File: config.mk
export PLATFORM = sky130hd
export DESIGN_NAME = mesh_delta_varint_encoder
export DESIGN_NICKNAME = d
export VERILOG_FILES = /design/src/hdl/mdve_pkg.sv /design/src/hdl/mdve_hist.sv /design/src/hdl/mesh_delta_varint_encoder.sv
export SDC_FILE = /design/constraint.sdc
export NUM_CORES = 1
export LEC_CHECK = 0
export ABC_AREA = 0
export BUFFER_PORTS_ARGS = -buffer_cell sky130_fd_sc_hd__buf_2
export CORE_MARGIN = 1.5
export CORE_UTILIZATION = 30
export DETAILED_ROUTE_END_ITERATION = 16
export GPL_TIMING_DRIVEN = 1
export SYNTH_ARGS = -nofsm -noshare
export SYNTH_HDL_FRONTEND = slang
export SYNTH_SLANG_ARGS = --single-unit
File: constraint.sdc
create_clock -name clk -period 3.9 [get_ports clk]
set_input_delay 0.585 -clock clk [delete_from_list [all_inputs] [get_ports clk]]
set_output_delay 0.585 -clock clk [all_outputs]
set_load 0.03 [all_outputs]
File: src/hdl/mdve_pkg.sv
package mdve_pkg;

  // Number of coordinate lanes kept in history (2..4)
  localparam int LANES      = 3;
  localparam int LANE_IDX_W = (LANES > 2) ? 2 : 1;
  // Width used to compare a 2-bit lane code against the lane count
  localparam int LANE_CMP_W = 3;

  localparam int COORD_W = 16;
  localparam int INDEX_W = 16;
  localparam int MARK_W  = 17;
  // Raw code word before truncation: covers zigzag and face deltas
  localparam int WORD_W  = 18;
  // Bits actually coded
  localparam int CODE_W  = 15;

  localparam logic [7:0] CONT_BIT  = 8'h80;
  localparam logic [6:0] LOW7_MASK = 7'h7f;

  typedef enum logic {
    OP_COORD = 1'b0,
    OP_FACE  = 1'b1
  } op_t;

  typedef struct packed {
    op_t                 op;
    logic [1:0]          lane;
    logic [COORD_W-1:0]  coord_value;
    logic [INDEX_W-1:0]  index_value;
    logic                restart;
  } item_t;

  typedef struct packed {
    logic               overflow;
    logic [CODE_W-1:0]  code;
  } code_t;

endpackage

File: src/hdl/mdve_hist.sv
// Lane history and face high mark, plus the word mapping for one request.
// State is read and updated only for the request held in the input stage.
module mdve_hist
  import mdve_pkg::*;
(
  input  logic   clk,
  input  logic   rst_n,
  input  item_t  item,
  input  logic   commit,
  output code_t  result
);

  logic signed [COORD_W-1:0] lane_hist_r [LANES];
  logic signed [MARK_W-1:0]  high_mark_r;

  logic                      lane_ok;
  logic [LANE_IDX_W-1:0]     lane_idx;
  logic signed [COORD_W-1:0] prev;
  logic signed [COORD_W:0]   delta;
  logic signed [MARK_W-1:0]  mark_eff;
  logic signed [MARK_W-1:0]  index_ext;
  logic [WORD_W-1:0]         zz_word;
  logic [WORD_W-1:0]         face_word;
  logic [WORD_W-1:0]         word;

  // Lane lookup, restart makes history read as zero
  assign lane_ok  = LANE_CMP_W'(item.lane) < LANE_CMP_W'(LANES);
  assign lane_idx = item.lane[LANE_IDX_W-1:0];

  always_comb begin
    prev = '0;
    if (lane_ok && !item.restart) begin
      prev = lane_hist_r[lane_idx];
    end
  end

  // Coordinate: delta then zigzag
  assign delta   = $signed({item.coord_value[COORD_W-1], item.coord_value})
                 - $signed({prev[COORD_W-1], prev});
  assign zz_word = {delta, 1'b0} ^ {WORD_W{delta[COORD_W]}};

  // Face: mark + 1 - index, negative values overflow via top bit
  assign mark_eff  = item.restart ? '1 : high_mark_r;
  assign index_ext = $signed({1'b0, item.index_value});
  assign face_word = WORD_W'($signed({mark_eff[MARK_W-1], mark_eff})
                   + $signed(WORD_W'(1))
                   - $signed({2'b00, item.index_value}));

  always_comb begin
    case (item.op)
      OP_COORD: word = zz_word;
      OP_FACE:  word = face_word;
      default:  word = zz_word;
    endcase
  end

  assign result.overflow = |word[WORD_W-1:CODE_W];
  assign result.code     = word[CODE_W-1:0];

  // State update when the request leaves the input stage
  always_ff @(posedge clk) begin
    if (!rst_n) begin
      for (int i = 0; i < LANES; i++) begin
        lane_hist_r[i] <= '0;
      end
      high_mark_r <= '1;
    end else if (commit) begin
      // Restart clears every lane unless this request rewrites it
      for (int i = 0; i < LANES; i++) begin
        if (item.op == OP_COORD && lane_ok && lane_idx == LANE_IDX_W'(i)) begin
          lane_hist_r[i] <= $signed(item.coord_value);
        end else if (item.restart) begin
          lane_hist_r[i] <= '0;
        end
      end
      if (item.op == OP_FACE && index_ext > mark_eff) begin
        high_mark_r <= index_ext;
      end else if (item.restart) begin
        high_mark_r <= '1;
      end
    end
  end

endmodule

File: src/hdl/mesh_delta_varint_encoder.sv
// Channel  Handshake           Payload
// in       in_valid/in_stall   in_op, in_lane, in_coord_value, in_index_value, in_restart
// out      out_valid/out_stall out_byte, out_last_byte, out_overflow
//
// A request whose code is below 0x80 leaves the output register as one byte
// and otherwise as two bytes; the output register gives one byte per cycle
// while out_stall is low. A request passes the input stage, then the output stage.
// Synchronous active-low reset: lanes go to zero, high mark to minus one.
// in_stall rises only while a request waits in the input stage and the
// output register still holds bytes of the previous request.
module mesh_delta_varint_encoder
  import mdve_pkg::*;
(
  input  logic               clk,
  input  logic               rst_n,
  input  logic               in_valid,
  output logic               in_stall,
  input  logic               in_op,
  input  logic [1:0]         in_lane,
  input  logic [COORD_W-1:0] in_coord_value,
  input  logic [INDEX_W-1:0] in_index_value,
  input  logic               in_restart,
  output logic               out_valid,
  input  logic               out_stall,
  output logic [7:0]         out_byte,
  output logic               out_last_byte,
  output logic               out_overflow
);

  // Input stage
  logic   s1_valid_r;
  item_t  s1_item_r;
  // Output stage
  logic              s2_valid_r;
  logic              s2_phase_r;
  code_t             s2_code_r;

  code_t  code;
  logic   in_fire;
  logic   out_fire;
  logic   out_done;
  logic   out_free;
  logic   s1_move;
  logic   two_byte;

  // Handshake control
  assign out_fire = s2_valid_r && !out_stall;
  assign out_done = out_fire && out_last_byte;
  assign out_free = !s2_valid_r || out_done;
  assign s1_move  = s1_valid_r && out_free;
  assign in_stall = s1_valid_r && !out_free;
  assign in_fire  = in_valid && !in_stall;

  always_ff @(posedge clk) begin
    if (!rst_n) begin
      s1_valid_r <= 1'b0;
    end else if (in_fire) begin
      s1_valid_r <= 1'b1;
    end else if (s1_move) begin
      s1_valid_r <= 1'b0;
    end
  end

  always_ff @(posedge clk) begin
    if (in_fire) begin
      s1_item_r <= '{op:          op_t'(in_op),
                     lane:        in_lane,
                     coord_value: in_coord_value,
                     index_value: in_index_value,
                     restart:     in_restart};
    end
  end

  mdve_hist u_hist (
    .clk    (clk),
    .rst_n  (rst_n),
    .item   (s1_item_r),
    .commit (s1_move),
    .result (code)
  );

  // Output register and byte sequencing
  always_ff @(posedge clk) begin
    if (!rst_n) begin
      s2_valid_r <= 1'b0;
      s2_phase_r <= 1'b0;
    end else if (s1_move) begin
      s2_valid_r <= 1'b1;
      s2_phase_r <= 1'b0;
    end else if (out_done) begin
      s2_valid_r <= 1'b0;
      s2_phase_r <= 1'b0;
    end else if (out_fire) begin
      s2_phase_r <= 1'b1;
    end
  end

  always_ff @(posedge clk) begin
    if (s1_move) begin
      s2_code_r <= code;
    end
  end

  assign two_byte      = |s2_code_r.code[CODE_W-1:7];
  assign out_valid     = s2_valid_r;
  assign out_last_byte = s2_phase_r || !two_byte;
  assign out_overflow  = s2_code_r.overflow;
  assign out_byte      = s2_phase_r ? s2_code_r.code[CODE_W-1:7]
                       : (two_byte ? (CONT_BIT | {1'b0, s2_code_r.code[6:0] & LOW7_MASK})
                                   : {1'b0, s2_code_r.code[6:0]});

`ifndef ASSERT_OFF
  // Second byte only for codes that need two
  a_phase_two_byte: assert property (@(posedge clk) disable iff (!rst_n)
    s2_valid_r && s2_phase_r |-> two_byte)
    else $error("second byte of a one-byte code");

  // A non-final byte always carries the continuation bit
  a_cont_bit: assert property (@(posedge clk) disable iff (!rst_n)
    s2_valid_r && !out_last_byte |-> out_byte[7])
    else $error("continuation bit missing");

  // After a first byte is taken the second byte follows
  a_second_follows: assert property (@(posedge clk) disable iff (!rst_n)
    out_fire && !out_last_byte |=> s2_valid_r && s2_phase_r)
    else $error("second byte lost");

  // Input stalls only with a request waiting in the input stage
  a_stall_cause: assert property (@(posedge clk) disable iff (!rst_n)
    in_stall |-> s1_valid_r && s2_valid_r)
    else $error("stall without a waiting request");
`endif

endmodule

==> results.cfg, run 1 <==
[clock_tree]
postCtsSetupBuffers = 0
h-tree-depth = 4
clock_latency_ps = 420
cts_tree = done
clock-sinks = 122
root_buffer = clkbuf_16
path_clk_slew_ps = 60
clock_path_buffers = 2
holdBufCountCts = 0
cts.repair.resized = 0
cts_buffers = 17

[die]
start_util_pct = 30.68
die_h_um = 161.2
core.rowCount = 57
die_w_um = 161.2
core_area_um2 = 24460
ios = 52
fp.dieArea_um2 = 25970

[yosys]
synthCells = 728
synthAdderAreaFrac_pct = 11.37
syn-num-nets = 835
ys_seq_area_share_pct = 43.75
synth_simple_gate_area_share_pct = 16.41
synth_compound_area_share_pct = 18.22
yosys_warnings = 0
synth_area_leaders = edfxtp_1 (34%), ha_1 (11%), dfxtp_1 (10%), and2_1 (3.1%), nand2_1 (3.0%)
yosys-mux-area-fraction_pct = 3.484
synth_top_area_cell = edfxtp_1
synth_edf_count = 84
synthDistinctLibCells = 78
synth_area_per_cell_um2 = 10.31
syn_area_um2 = 7505
ys_async_sr_fraction_pct = 0
synth_xor_area_share_pct = 2.334
synth_top_cell_area_share_pct = 33.61
synth_top_family_by_area = compound AO/OA/AOI/OAI gates
ys_ff_latch = 122
yosys_most_used_dff = edfxtp_1

[cells_and_area]
finalNetCount = 895
diodes = 0
nFillCells = 2439
final_common_cell = edfxtp_1
final_area_um2 = 8715
seq_area_um2 = 3283
layout_common_cells = edfxtp_1 (84), ha_1 (65), nand2_1 (59)
syn2layout_area_growth_pct = 16.12
drive_gt1_share_pct = 19.13
multi_input_area_um2 = 3889

[timing]
fin_setup_tns_ps = 0
maxSlewViolCount = 0
worst_pin_slew_ps = 867.6
setup_viol = 0
fin_crit_ps = 3682
max_freq_ghz = 0.2716
hold_viol_final = 0
slew_headroom_pct = 42.10
skew_ps = 5.813
post-route-period-util_pct = 94.42
rsz0062_at_grt = no

[global_route]
grt_pass1_wl_mm = 26.95
antenna_found_initial = 0
grt_max_degree = 36
gr-total-overflow = 0
track_usage_pct = 13.22
grt_pass1_vias = 5163

[detailed_routing]
via_per_inst = 4.894
detail_route.first_pass.iterations = 5
wl_mm = 16.73
wire_per_inst_um = 14.88
vias = 5501
detail-route-antenna-nets = 0
drtIter0Drc = 385
drc_errors = 0

[critical_path]
critical_path_required_ps = 4050
path_class = register to register
r2r-start = s1_item_r[0]$_DFFE_PP_
r2r_end = out_overflow$_DFFE_PN_
end_kind = register
reg2reg_setup_slack_ps = 220
ff2ff_path_depth = 11
cp_max_fo = 13
worstPathArrival_ps = 3830
critPathLaunchType = register

[outcome]
status = complete, no violations

[hold_path]
min_from = in_coord_value[1]
hold_path_end = s1_item_r[18]$_DFFE_PP_
hold_class = primary input to register
hold_depth = 1

[placed_design]
gp_congestion = 0.7946
place_hpwl_mm = 12.16
io_buffers = 51
place_area_um2 = 8195

[power_and_ir_drop]
cellLeakagePower_nw = 3.565
p_per_area_nw_per_um2 = 420.7
ir_worst_vdd_mv = 0.2900

[job]
cap_violations = 0
## synthesized netlist by cell type (3+ instances only)
library cell   n
mux2i_1       16
o21bai_1       3
a22oi_1       17
o211ai_1       3
edfxtp_1      84
a21oi_1       31
o31ai_1        4
or3_1          8
xnor2_1       11
nor4_1         8
clkbuf_1      14
a221oi_2       7
nand3_1        8
o21ai_1        3
ha_1          65
buf_1          3
a21o_1        10
a211oi_1       4
nand2_1       59
nor2_1        49
buf_2          8
mux2_2         8
and2_1        37
or2_2         16
a31oi_1        4
o21a_1         8
o21ai_0       33
nor3_1        13
xor2_1         9
and4_1         5
nor2b_1        8
dfxtp_1       38
o22a_1        16
o221ai_1       4
inv_1         52
## registers in the layout, summed over array words and instances, names as in the netlist, named ones only
name	count
s1_valid_r	1
out_overflow	1
out_valid	1
s1_item_r	36
u_hist.lane_hist_r	48
u_hist.high_mark_r	17
s2_code_r	15
s2_phase_r	1
## cells by family (layout without fill, tap and decap cells)
kind of cell | count (synthesis) | in the layout
compound gates | 178 | 178
xor+xnor | 20 | 20
fa+ha+maj | 67 | 67
buf+inv | 82 | 154
flops | 122 | 122
mux | 25 | 25
simple gates | 234 | 234
## area by class of cell
class	instances	area share (%)
Clock inverter	10	0.9045
Tap cell	324	4.652
Inverter	54	2.326
Timing Repair Buffer	69	4.767
Clock buffer	21	5.054
Sequential cell	122	37.67
Multi-Input combinational cell	524	44.62
## worst max-delay path, cell delays in order, from the launching register on
cell	delay (ps)
edfxtp_1	550
or2_2	360
ha_1	320
ha_1	360
nor2b_4	150
o2111ai_1	280
nand3_2	160
a211oi_2	350
o31ai_1	120
a211o_1	300
a2111oi_1	390
a21oi_1	70
## stage by stage
stage | utilization (%) | cells | total power (W) | hold WS (ps) | worst slack (ps)
floorplan | - | 728 | 0.002081 | 428.0 | 336.9
global placement | 33.50 | 1093 | 0.002274 | 437.9 | 304.8
detailed placement | 33.50 | 1093 | 0.002279 | 441.9 | 268.3
CTS | 35.62 | 1124 | 0.003705 | 323.7 | 227.2
global route | 35.62 | 1124 | 0.003842 | 317.3 | 8.545
finish | 35.62 | 1124 | 0.003667 | 341.3 | 217.7
## how the worst max path moves through the flow
stage | startpoint | endpoint | slack, ps | depth (start not counted)
global route | s1_item_r[0]$_DFFE_PP_ | out_overflow$_DFFE_PN_ | 9 | 14
floorplan | register | out_overflow$_DFFE_PN_ | 340 | 14
global placement | s1_item_r[0]$_DFFE_PP_ | out_overflow$_DFFE_PN_ | 300 | 11
CTS | s1_item_r[0]$_DFFE_PP_ | out_overflow$_DFFE_PN_ | 230 | 11
finish | s1_item_r[0]$_DFFE_PP_ | out_overflow$_DFFE_PN_ | 220 | 11
detailed placement | s1_item_r[0]$_DFFE_PP_ | out_overflow$_DFFE_PN_ | 270 | 11
## where the power goes
group	total, W	switching, W	internal, W
Clock	0.00141	0.000555	0.000860
Combinational	0.000735	0.000437	0.000298
Sequential	0.00152	0.0000428	0.00147
Total	0.00367	0.00103	0.00263
## routing by layer
| metal | up-vias | GRT usage (%) | part of all wire, % |
|---|---|---|---|
| li1 | 2776 | - | - |
| met1 | 2598 | 17.98 | 50 |
| met2 | 110 | 21.00 | 45 |
| met3 | 17 | 2.594 | 3.6 |
| met4 | 0 | 4.419 | 1.3 |
| met5 | - | 0 | 0 |
Note: power is estimated with default switching activity, not from simulation.
==> run 2, diff against run 1 <==
- BUFFER_PORTS_ARGS: -buffer_cell sky130_fd_sc_hd__buf_2 -> unset
- DONT_BUFFER_PORTS: unset -> 1
- clock period: 3.9 -> 3.2 ns (I/O delays scaled with it)
==> results.cfg, run 2 (same netlist as run 1, synthesis figures left out) <==
[timing]
worst_slack_ps = -12.41
max_freq_ghz = 0.3113
worst_pin_slew_ps = 664.9
rsz0062_at_grt = yes
post-route-period-util_pct = 100.4
setup_viol = 1
fin_crit_ps = 3212
skew_ps = 10.86
hold_viol_final = 0
slew_headroom_pct = 55.67
maxSlewViolCount = 0

[critical_path]
end_kind = register
critPathLaunchType = register
r2r-start = s1_item_r[0]$_DFFE_PP_
slowest_stage = or4b_4
reg2reg_setup_slack_ps = -10
cpPeakStageDelay_ps = 570
worstPathArrival_ps = 3360
path_cells = buf_6 -> or2_2 -> ha_4 -> ha_1 -> a211oi_2 -> or4b_4 -> o2111ai_4 -> a31oi_4 -> o31ai_2 -> xor2_1 -> a2111oi_2 -> a21oi_1
path_class = register to register
cp_max_fo = 6
critical_path_required_ps = 3350
r2r_end = out_overflow$_DFFE_PN_
ff2ff_path_depth = 12

[power_and_ir_drop]
cellLeakagePower_nw = 3.890
p_total_w = 0.004886
p_per_area_nw_per_um2 = 500.2
ir_worst_vdd_mv = 0.3841

[detailed_routing]
via_per_inst = 4.928
detail-route-antenna-nets = 0
wl_mm = 18.24
dr_wl_met3_um = 540
routed.top_layer = met4
drc_errors = 0
wl_met1_mm = 8.716
vias = 5717
drtIter0Drc = 241
met2_length_mm = 8.750
wire_per_inst_um = 15.72
detail_route.first_pass.iterations = 6

[clock_tree]
clock_path_buffers = 2
root_buffer = clkbuf_16
h-tree-depth = 4
path_clk_slew_ps = 60
clock_latency_ps = 420
holdBufCountCts = 0
cts_buffers = 17
clock-sinks = 122
cts_tree = done

[placed_design]
place_hpwl_mm = 13.21
io_buffers = 0
gp_congestion = 0.8085

[cells_and_area]
syn2layout_area_growth_pct = 30.14
diodes = 0
finalNetCount = 930
largest_reg_flops = 48
nFillCells = 2352
top_regs = u_hist.lane_hist_r x48, s1_item_r x36, u_hist.high_mark_r x17
fin_util_pct = 39.93
drive_gt1_share_pct = 29.31
largest-register = u_hist.lane_hist_r
layout_common_cells = buf_4 (92), edfxtp_1 (84), nand2_1 (55)
final_common_cell = buf_4

[global_route]
antenna_found_initial = 0
grt_pass1_vias = 5762
grt_max_degree = 25
gr-total-overflow = 0
grt_pass1_wl_mm = 29.46
track_usage_pct = 14.43

[job]
cap_violations = 0

[die]
die_w_um = 161.2
core_area_um2 = 24460
core.rowCount = 57
ios = 52
start_util_pct = 30.68
die_h_um = 161.2
fp.dieArea_um2 = 25970

[outcome]
failed_checks = negative setup slack
status = complete, but fails checks

[hold_path]
hold_depth = 1
min_from = rst_n
hold_path_end = u_hist.high_mark_r[16]$_SDFFE_PN1N_
hold_class = primary input to register
-- run 2: worst max-delay path by stage --
| stage | start | depth (start not counted) | end | slack (ps) |
|---|---|---|---|---|
| 5_1_grt | s1_item_r[0]$_DFFE_PP_ | 18 | s2_code_r[14]$_DFFE_PN_ | -130 |
| 3_5_place_dp | register | 14 | s2_code_r[12]$_DFFE_PN_ | -120 |
| 6_report | s1_item_r[0]$_DFFE_PP_ | 12 | out_overflow$_DFFE_PN_ | -10 |
| 4_1_cts | s1_item_r[0]$_DFFE_PP_ | 15 | s2_code_r[12]$_DFFE_PN_ | 2 |
| 2_1_floorplan | s1_item_r[0]$_DFFE_PP_ | 12 | out_overflow$_DFFE_PN_ | 20 |
| 3_3_place_gp | s1_item_r[0]$_DFFE_PP_ | 13 | out_overflow$_DFFE_PN_ | -80 |
-- run 2: per-layer routing --
metal / track usage (%) / vias up
li1: - / 2856
met1: 18.60 / 2768
met2: 24.14 / 75
met3: 3.030 / 18
met4: 4.588 / 0
met5: 0 / -
-- run 2: repair_timing --
| item | CTS | global route |
|---|---|---|
| setup buffers | 8 | 12 |
| endpoints found under the setup margin | 15 | 32 |
| resized for setup | 31 | 33 |
| pin swaps | 19 | 18 |
| cloned | 1 | 1 |
-- run 2: through the flow --
stage | TNS, ps | hold slack (ps) | cell area, µm² | cells | setup WS [ps]
3_3_place_gp | -167.1 | 437.1 | 8666 | 1106 | -83.45
4_1_cts | 0 | 128.6 | 9467 | 1147 | 1.843
3_5_place_dp | -1160 | 444.3 | 8666 | 1106 | -116.9
2_1_floorplan | 0 | 428.7 | 7717 | 728 | 17.47
6_report | -12.41 | 143.3 | 9767 | 1160 | -12.41
5_1_grt | -1330 | 130.6 | 9767 | 1160 | -132.9
-- run 2: where the power goes --
part | leakage [nW] | switching (W) | internal, W
logic | 2.47 | 0.000615 | 0.000549
clock network | 0.272 | 0.000687 | 0.00117
registers | 1.14 | 0.0000643 | 0.00180
-- run 2: critical path: cells and delay by family, from the launching register on --
kind	cells	cell delay, ps
AO/OA/AOI/OAI	6	820
XOR/XNOR	1	120
adder cells (fa/ha/maj)	2	560
buffers and inverters	1	160
flip-flops	1	400
AND/OR/NAND/NOR	2	880
-- run 2: cell type report --
cell class	instances	area [µm²]	share of cell area (%)
timing repair buffer	103	864.6	8.852
multi-input combinational	525	4443	45.49
clock buffer	22	464.2	4.753
tap	324	405.4	4.151
inverter	54	202.7	2.075
sequential	122	3286	33.64
clock inverter	10	101.3	1.038
==> run 3, diff against run 2 <==
- clock period: 3.2 -> 2.86 ns (I/O delays scaled with it)
==> results.cfg, run 3 (same netlist as run 1, synthesis figures left out) <==
[outcome]
status = complete, but fails checks
failed_checks = negative setup slack

[detailed_routing]
vias = 5848
detail-route-antenna-nets = 0
via_per_inst = 4.877
wl_mm = 19.63
drc_errors = 0
drtIter0Drc = 318
wire_per_inst_um = 16.37
detail_route.first_pass.iterations = 5

[clock_tree]
h-tree-depth = 4
root_buffer = clkbuf_16
path_clk_slew_ps = 70
clock_path_buffers = 2
clock_latency_ps = 430
clock-sinks = 122
holdBufCountCts = 0
cts_tree = done
cts_buffers = 17

[die]
core_area_um2 = 24460
ios = 52
start_util_pct = 30.68
core.rowCount = 57
die_h_um = 161.2
fp.dieArea_um2 = 25970
die_w_um = 161.2

[timing]
post-route-period-util_pct = 115.3
rsz0062_at_grt = yes
fin_crit_ps = 3298
worst_pin_slew_ps = 661.1
hold_viol_final = 0
maxSlewViolCount = 0
slew_headroom_pct = 55.93
skew_ps = 10.31
setup_viol = 32
fin_setup_tns_ps = -10150
max_freq_ghz = 0.3033
worst_slack_ps = -437.6

[global_route]
antenna_found_initial = 0
grt_pass1_wl_mm = 30.81
grt_max_degree = 27
track_usage_pct = 15.27
grt_pass1_vias = 5770
gr-total-overflow = 0

[cells_and_area]
fin_util_pct = 41.38
syn2layout_area_growth_pct = 34.88
final_common_cell = buf_4
finalNonFillerCells = 1199
largest_reg_flops = 48
largest-register = u_hist.lane_hist_r
nFillCells = 2316
diodes = 0
layout_common_cells = buf_4 (134), edfxtp_1 (84), nand2_1 (54)
top_regs = u_hist.lane_hist_r x48, s1_item_r x36, u_hist.high_mark_r x17
drive_gt1_share_pct = 34.06
finalNetCount = 969

[critical_path]
end_kind = register
critPathLaunchType = register
critical_path_required_ps = 3010
worstPathArrival_ps = 3450
cp_max_fo = 5
path_class = register to register

[power_and_ir_drop]
p_total_w = 0.005614
ir_worst_vdd_mv = 0.3564
cellLeakagePower_nw = 4.094
p_per_area_nw_per_um2 = 554.6

[placed_design]
io_buffers = 0
gp_congestion = 0.8460
placed_cells = 1157
place_hpwl_mm = 14.50

[hold_path]
hold_class = primary input to register

[job]
cap_violations = 0
[run 3: changes by cell type in the layout (fill, tap and decap cells not counted), sizes merged]
cell and change:
clkbuf -3, clkinvlp +2, clkinv -3, inv +7
o211a -1, bufinv -1, buf +38
[run 3: per-layer routing]
metal / global-route usage (%) / vias to the layer above / part of all wire [%]
met5: 0 / - / 0
met4: 5.008 / 0 / 1.6
met3: 4.237 / 25 / 5.0
met2: 23.41 / 106 / 44
met1: 20.74 / 2781 / 50
li1: - / 2936 / -
[run 3: path summary, 6_finish.rpt]
| kind | endpoint | slack [ps] | cells past startpoint | start |
|---|---|---|---|---|
| hold / removal | s1_item_r[29]$_DFFE_PP_ | 90 | 0 | in_coord_value[12] |
| hold reg to reg | u_hist.high_mark_r[12]$_SDFFE_PN1N_ | 450 | 1 | u_hist.high_mark_r[12]$_SDFFE_PN1N_ |
| setup reg to reg | out_overflow$_DFFE_PN_ | -440 | 13 | s1_item_r[0]$_DFFE_PP_ |
| setup / recovery | out_overflow$_DFFE_PN_ | -440 | 13 | s1_item_r[0]$_DFFE_PP_ |
[run 3: area by class of cell]
| cell class | instances | area [µm²] | share of cell area [%] |
|---|---|---|---|
| Multi-Input combinational cell | 524 | 4487 | 44.33 |
| Sequential cell | 122 | 3284 | 32.45 |
| Timing Repair Buffer | 143 | 1179 | 11.64 |
| Clock buffer | 17 | 425.4 | 4.203 |
| Tap cell | 324 | 405.4 | 4.005 |
| Inverter | 54 | 202.7 | 2.002 |
| Clock inverter | 15 | 138.9 | 1.372 |
[run 3: stage by stage]
step	instance area, µm²	hold WS (ps)	setup WS (ps)
after floorplan	7914	428.7	-281.3
after global placement	9199	435.5	-338.5
after CTS	9891	78.40	-372.7
after detailed placement	9199	444.7	-418.4
after global routing	10120	76.02	-560.3
final	10120	91.04	-437.6
[run 3: what timing repair did]
item	4_1_cts	5_1_grt
gates resized for setup	23	23
pin swaps	3	8
setup buffers	3	5
gates cloned	0	2
endpoints found under the setup margin	32	32
[run 3: worst max-delay path: stages, from the launching register on]
cell and delay, ps:
edfxtp_1 390, buf_4 180, clkbuf_16 150, or2_2 300, ha_4 240, ha_4 300
nand3_2 90, or4b_4 530, o2111ai_4 100, a31oi_4 140, o31ai_2 220, xor2_1 130
a2111oi_4 190, a21oi_1 70
[run 3: power by group]
part / internal, W / leakage (nW) / switching, W
clock network: 0.00121 / 0.266 / 0.000876
logic: 0.000701 / 2.69 / 0.000746
registers: 0.00201 / 1.14 / 0.0000720
